## config.mk

```make
export PLATFORM = sky130hd
export DESIGN_NAME = double_to_float_interval_flat
export DESIGN_NICKNAME = d
export VERILOG_FILES = /design/src/dtfi_pkg.sv /design/src/dtfi_if.sv /design/src/double_to_float_interval.sv /design/src/dtfi_trunc.sv /design/src/flat_wrapper.sv
export SDC_FILE = /design/constraint.sdc
export NUM_CORES = 1
export LEC_CHECK = 0
export BUFFER_PORTS_ARGS = -buffer_cell sky130_fd_sc_hd__buf_2
export CELL_PAD_IN_SITES_DETAIL_PLACEMENT = 1
export CELL_PAD_IN_SITES_GLOBAL_PLACEMENT = 1
export CORE_UTILIZATION = 50
export CTS_CLUSTER_SIZE = 20
export DETAILED_ROUTE_END_ITERATION = 8
export PLACE_DENSITY_LB_ADDON = 0.1
export SETUP_SLACK_MARGIN = 0.4
export SLEW_MARGIN = 40
export SYNTH_ARGS = -nofsm -noshare
export SYNTH_HDL_FRONTEND = slang
export SYNTH_SLANG_ARGS = --single-unit
```

## constraint.sdc

```tcl
create_clock -name i_clk -period 10.1 [get_ports i_clk]
set_input_delay 1.01 -clock i_clk [delete_from_list [all_inputs] [get_ports i_clk]]
set_output_delay 1.01 -clock i_clk [all_outputs]
set_load 0.02 [all_outputs]
```

## src/dtfi_pkg.sv

```systemverilog
// package: shared types and constants for the double to float interval block
`default_nettype none
package dtfi_pkg;
    localparam logic [62:0] MagInf64  = 63'h7FF0000000000000;
    localparam logic [62:0] MagFmax64 = 63'h47EFFFFFE0000000;
    localparam logic [31:0] FmaxBits  = 32'h7F7FFFFF;
    localparam logic [31:0] Inf32Bits = 32'h7F800000;

    // classification of the input magnitude
    typedef enum logic [1:0] {
        t_cls_fin  = 2'd0,
        t_cls_big  = 2'd1,
        t_cls_nan  = 2'd2
    } t_cls;

    typedef struct packed {
        logic        neg;
        t_cls        cls;
        logic [21:0] nan_pay;
    } t_side;
endpackage
`default_nettype wire

```

## src/dtfi_if.sv

```systemverilog
// interfaces: valid/ready channels for the input and result beats
`default_nettype none
interface dtfi_in_if;
    logic        valid;
    logic        ready;
    logic [63:0] value_bits;
    modport source(output valid, output value_bits, input ready);
    modport sink(input valid, input value_bits, output ready);
endinterface

interface dtfi_out_if;
    logic        valid;
    logic        ready;
    logic [31:0] lower_bits;
    logic [31:0] upper_bits;
    modport source(output valid, output lower_bits, output upper_bits, input ready);
    modport sink(input valid, input lower_bits, input upper_bits, output ready);
endinterface
`default_nettype wire

```

## src/double_to_float_interval.sv

```systemverilog
// top level: binary64 to binary32 directed rounding interval converter
// an accepted input beat passes through stage registers r1, r2 and r3 to its result beat
// throughput: one beat per cycle; the three-stage pipeline advances whenever
// the result register is empty or being taken
// a stall holds every stage; no beat is dropped or repeated
// reset: synchronous active-low i_rst_n clears all valid bits
`default_nettype none
module double_to_float_interval (
    input  wire logic i_clk,
    input  wire logic i_rst_n,
    dtfi_in_if.sink   i_in,
    dtfi_out_if.source o_out
);
    // pipeline moves when its last stage is empty or the sink takes it
    logic            en;
    logic [62:0]     mag;
    dtfi_pkg::t_side side;

    assign en       = !o_out.valid || o_out.ready;
    assign i_in.ready = en;

    // classify up front so the special-case info rides beside the datapath
    always_comb begin
        mag          = i_in.value_bits[62:0];
        side.neg     = i_in.value_bits[63];
        side.nan_pay = mag[50:29];
        if (mag > dtfi_pkg::MagInf64)       side.cls = dtfi_pkg::t_cls_nan;
        else if (mag > dtfi_pkg::MagFmax64) side.cls = dtfi_pkg::t_cls_big;
        else                                side.cls = dtfi_pkg::t_cls_fin;
    end

    dtfi_trunc u_trunc (
        .i_clk   (i_clk),
        .i_rst_n (i_rst_n),
        .i_en    (en),
        .i_valid (i_in.valid),
        .i_mag   (mag),
        .i_side  (side),
        .o_valid (o_out.valid),
        .o_lower (o_out.lower_bits),
        .o_upper (o_out.upper_bits)
    );

    // a stalled result keeps its payload until taken
    assert property (@(posedge i_clk) disable iff (!i_rst_n)
        o_out.valid && !o_out.ready |=> o_out.valid && $stable(o_out.lower_bits))
        else $error("result changed under stall");
    // input is taken whenever the output is free
    assert property (@(posedge i_clk) disable iff (!i_rst_n)
        !o_out.valid |-> i_in.ready)
        else $error("pipeline stalled with empty output");
    // an empty pipeline after reset emits nothing
    assert property (@(posedge i_clk)
        !i_rst_n |=> !o_out.valid)
        else $error("result valid right after reset");
endmodule
`default_nettype wire

```

## src/dtfi_trunc.sv

```systemverilog
// truncation datapath: binary64 magnitude to binary32 magnitude, three stages
`default_nettype none
module dtfi_trunc (
    input  wire logic        i_clk,
    input  wire logic        i_rst_n,
    input  wire logic        i_en,
    input  wire logic        i_valid,
    input  wire logic [62:0] i_mag,
    input  wire dtfi_pkg::t_side i_side,
    output logic             o_valid,
    output logic [31:0]      o_lower,
    output logic [31:0]      o_upper
);
    // stage 1: register the sign and class, split exponent and mantissa
    logic            r1_v, r2_v, r3_v;
    dtfi_pkg::t_side r1_side, r2_side;
    logic [10:0]     r1_e;
    logic [51:0]     r1_m;
    logic [31:0]     r2_t;
    logic            r2_lost;
    logic [31:0]     r3_lo, r3_hi;

    logic [10:0] n_sh;
    logic [52:0] sig;
    logic [116:0] wide;
    logic [31:0] n_t;
    logic        n_lost;
    logic [31:0] away;

    always_ff @(posedge i_clk) begin
        if (!i_rst_n) begin
            r1_v <= 1'b0;
            r2_v <= 1'b0;
            r3_v <= 1'b0;
        end else if (i_en) begin
            r1_v <= i_valid;
            r2_v <= r1_v;
            r3_v <= r2_v;
        end
    end

    always_ff @(posedge i_clk) begin
        if (i_en) begin
            r1_side <= i_side;
            r1_e    <= i_mag[62:52];
            r1_m    <= i_mag[51:0];
        end
    end

    // stage 2: truncate and detect discarded bits
    always_comb begin
        sig    = {1'b1, r1_m};
        n_sh   = 11'd926 - r1_e;
        wide   = {sig, 64'd0} >> n_sh[6:0];
        n_t    = 32'd0;
        n_lost = 1'b0;
        if (r1_e == 11'd0) begin
            n_lost = (r1_m != 52'd0);
        end else if (r1_e > 11'd896) begin
            n_t    = {1'b0, 8'(r1_e - 11'd896), r1_m[51:29]};
            n_lost = (r1_m[28:0] != 29'd0);
        end else if (n_sh >= 11'd64) begin
            n_lost = 1'b1;
        end else begin
            n_t    = wide[95:64];
            n_lost = (wide[63:0] != 64'd0);
        end
    end

    always_ff @(posedge i_clk) begin
        if (i_en) begin
            r2_side <= r1_side;
            r2_t    <= n_t;
            r2_lost <= n_lost;
        end
    end

    // stage 3: increment away from zero and resolve special cases
    assign away = r2_t + {31'd0, r2_lost};

    always_ff @(posedge i_clk) begin
        if (i_en) begin
            case (r2_side.cls)
                dtfi_pkg::t_cls_nan: begin
                    r3_lo <= {r2_side.neg, 9'h1FF, r2_side.nan_pay};
                    r3_hi <= {r2_side.neg, 9'h1FF, r2_side.nan_pay};
                end
                dtfi_pkg::t_cls_big: begin
                    r3_lo <= r2_side.neg ? {1'b1, dtfi_pkg::Inf32Bits[30:0]}
                                         : dtfi_pkg::FmaxBits;
                    r3_hi <= r2_side.neg ? {1'b1, dtfi_pkg::FmaxBits[30:0]}
                                         : dtfi_pkg::Inf32Bits;
                end
                default: begin
                    r3_lo <= r2_side.neg ? (away | 32'h80000000) : r2_t;
                    r3_hi <= r2_side.neg ? (r2_t | 32'h80000000) : away;
                end
            endcase
        end
    end

    assign o_valid = r3_v;
    assign o_lower = r3_lo;
    assign o_upper = r3_hi;
endmodule
`default_nettype wire
```

## src/flat_wrapper.sv

```systemverilog
// flat-port wrapper written by rule: the top's interface ports become plain ports
module double_to_float_interval_flat 
  (i_clk, i_rst_n, i_in_valid, i_in_value_bits, i_in_ready, o_out_valid, o_out_lower_bits, o_out_upper_bits, o_out_ready);
  dtfi_in_if i_in_i ();
  dtfi_out_if o_out_i ();
  input  wire logic i_clk;
  input  wire logic i_rst_n;
  input wire logic [$bits(i_in_i.valid)-1:0] i_in_valid;
  input wire logic [$bits(i_in_i.value_bits)-1:0] i_in_value_bits;
  output wire logic [$bits(i_in_i.ready)-1:0] i_in_ready;
  output wire logic [$bits(o_out_i.valid)-1:0] o_out_valid;
  output wire logic [$bits(o_out_i.lower_bits)-1:0] o_out_lower_bits;
  output wire logic [$bits(o_out_i.upper_bits)-1:0] o_out_upper_bits;
  input wire logic [$bits(o_out_i.ready)-1:0] o_out_ready;
  assign i_in_i.valid = i_in_valid;
  assign i_in_i.value_bits = i_in_value_bits;
  assign i_in_ready = i_in_i.ready;
  assign o_out_valid = o_out_i.valid;
  assign o_out_lower_bits = o_out_i.lower_bits;
  assign o_out_upper_bits = o_out_i.upper_bits;
  assign o_out_i.ready = o_out_ready;
  double_to_float_interval u_core (.i_clk(i_clk), .i_rst_n(i_rst_n), .i_in(i_in_i), .o_out(o_out_i));
endmodule
```

==> impl_metrics.toml <==
[status]
outcome = "finished clean"

[clocking]
cts.sinks = 191
post_cts_buffers = 0
cts_resized = 0
hold_buffers = 0
clockBufferDepth = 2
clk_pin_slew_ns = 0.09
insertion_delay_ns = 0.45
numCtsBuffers = 17
htree_levels = 4
clock-root-buffer = "clkbuf_16"
cts_tree = "built"

[routing]
wl_um = 48700
drt-initial-drc-count = 1470
wl_per_cell_um = 28.1
drt-pass1-iter-count = 8
drc = 0
detail_route.vias_per_cell = 6.88
vias = 11900
drtAntennaViolNets = 0

[synth]
ys_warn_count = 0
syn_avg_cell_area_um2 = 10.1
ys_top_cells_by_count = "edfxtp_1, nand2_1, mux2i_1, o21ai_0, nand3_1"
synth_top_flop_cell = "edfxtp_1"
ys_ff_latch = 191
syn-num-nets = 1371
synth-edff-count = 188
synth.distinct_cells = 73
synth_top_area_cell = "edfxtp_1"
synth.most_common_cell = "edfxtp_1"
yosysSeqAreaShare_pct = 43.5
synth_top_area_share_pct = 43.1
synth.area.top_cells = "edfxtp_1, mux2i_1, mux4_2"
syn_inst = 1296
async_flop_share_pct = 0
synthesis.area_um2 = 13100

[floorplanning]
die_h_um = 164
ioPinCount = 134
coreArea_um2 = 25500
die_w_um = 164
fp-row-count = 58
dieArea_um2 = 26900
floorplan.initialDensity_pct = 51.5

[global_routing]
grt_pass1_vias = 12192
grt_max_degree = 85
antenna_found_initial = 1
grt_pass1_wl_um = 74100
grt.overflow.total = 0
grt_usage_pct = 37.2

[sta]
final_max_slew_viol_count = 0
fmax_mhz = 180
relSlewSlack_pct = 36.0
whs_ns = 0.435
setup_viol = 0
fin_tns_setup_ns = 0
fin_skew_ns = 0.0190
fin_ws_ns = 4.54
hold_viol_final = 0
worst_pin_slew_ns = 0.952
grt_setup_unrepaired = "false"
min_period_over_period_pct = 55.1
finalCriticalPeriod_ns = 5.56

[final_layout]
multi_input_area_um2 = 7070
area_delta_synth_final_pct = 12.7
fin_area_um2 = 14800
regArea_um2 = 5710
antenna_cells = 0
fillers = 2832
layout.nets = 1461
drive_gt1_share_pct = 19.8
instances_no_fill = 1729

[run]
cap_violations = 0

[placed_design]
dpl.cell_count = 1695
io_buffers = 133
post-place-ws_ns = 4.65
place_hpwl_um = 36400
dpl_cell_area_um2 = 14100
place.gp.congestion = 0.980

[pwr]
p_comb_share_pct = 30.5
power_frac_seq_pct = 40.5
power_density_nw_per_um2 = 174
power_frac_clock_pct = 29.0
ir_drop_uv = 108
p_sw_share_pct = 37.7
p_leak_uw = 0.00568
p_int_uw = 1600
switching_power_uw = 968

[setup_path]
critPathArrivalTime_ns = 5.73
r2r_slack_ns = 4.54
reg2reg_depth = 12
cp-start-kind = "flip-flop"
worst_setup_path_end_kind = "flip-flop"
required_ns = 10.27
criticalPathCategory = "reg2reg"
cp_max_fo = 51

[worst_hold_path]
hp-class = "reg2reg"
hold_depth = 0
[worst max-delay path, cell delays in order, from the launching register on]
cell	delay [ns]
edfxtp_1	0.85
ha_1	0.71
xor2_4	0.19
buf_4	0.31
buf_4	0.66
mux4_2	0.48
mux4_2	0.52
nor4_1	0.44
o21ai_0	0.28
nor2_1	0.15
nor4_1	0.06
a2111oi_0	0.41
a41oi_1	0.18
[cell type report]
| type | instances | area share (%) |
|---|---|---|
| multi-input cells | 994 | 47.8 |
| inverters | 25 | 0.635 |
| flip-flops and latches | 191 | 38.6 |
| clock buffers | 17 | 2.88 |
| well taps | 330 | 2.79 |
| clock inverters | 15 | 1.41 |
| repair buffers | 157 | 5.84 |
[per-stage QoR]
step / total power (uW) / util [%]
3_3_place_gp: 1790 / 55.3
4_1_cts: 2550 / 57.9
6_report: 2570 / 58.0
2_1_floorplan: 1540 / -
3_5_place_dp: 1810 / 55.4
5_1_grt: 2650 / 58.0
[logic make-up (layout without fill, tap and decap cells)]
kind of cell	after synthesis	count (layout)	share of synthesized area, %
multiplexers	177	177	17.2
AND/OR/NAND/NOR	479	479	17.7
buffers and inverters	111	214	3.54
XOR/XNOR	30	30	2.18
adder cells (fa/ha/maj)	7	7	0.668
AO/OA/AOI/OAI	301	301	15.2
flip-flops	191	191	43.5
[cell usage in the layout (no fill, tap or decap), drive strengths merged, types with 5 or more instances in the layout]
cell,Yosys,final
o22ai,12,12
mux4,35,35
a21oi,57,57
o211ai,21,21
and3,14,14
o31ai,6,6
mux2i,112,112
clkinv,0,7
nand4,30,30
a32oi,5,5
edfxtp,188,188
and2,18,18
a31oi,10,10
a211oi,20,20
mux2,30,30
nor2b,7,7
a21boi,9,9
a221oi,7,7
a2111oi,6,6
nor3,48,48
xnor2,12,12
buf,37,156
xor2,18,18
a32o,7,7
a22o,9,9
nand2b,6,6
clkbuf,49,18
o21ai,87,87
o221ai,8,8
or3,16,16
nand3,61,61
ha,7,7
nor2,58,58
nand2,169,169
nor4,32,32
inv,25,31
[final timing paths]
check / startpoint / end
worst min-delay path: u_core.u_trunc.r1_side[24] / u_core.u_trunc.r2_side[24]
worst min register to register: u_core.u_trunc.r1_side[24] / u_core.u_trunc.r2_side[24]
worst max-delay path: u_core.u_trunc.r1_e[0] / u_core.u_trunc.r2_lost
worst max register to register: u_core.u_trunc.r1_e[0] / u_core.u_trunc.r2_lost
[registers in the layout, indices dropped and copies added (netlist names)]
register and cells:
u_core.u_trunc.r1_e 11, u_core.u_trunc.o_lower 32, u_core.u_trunc.r2_t 32, u_core.u_trunc.r1_m 31, u_core.u_trunc.r2_side 25, u_core.u_trunc.o_valid 1
u_core.u_trunc.r2_v 1, u_core.u_trunc.r1_side 24, u_core.u_trunc.o_upper 32, u_core.u_trunc.r2_lost 1, u_core.u_trunc.r1_v 1
[power groups by stage]
stage / Clock, uW / Sequential [uW] / Combinational (uW)
finish: 746 / 1040 / 783
detailed placement: 0 / 1060 / 759
global placement: 0 / 1050 / 742
CTS: 749 / 1040 / 764
floorplan: 0 / 1090 / 448
global route: 773 / 1050 / 829
[routing by layer]
metal	GRT usage, %	part of all wire, %
met3	6.11	7.0
met1	48.0	40
met5	0	0.035
met4	17.6	4.2
met2	61.0	49
Power figures use the tool's default switching activity.
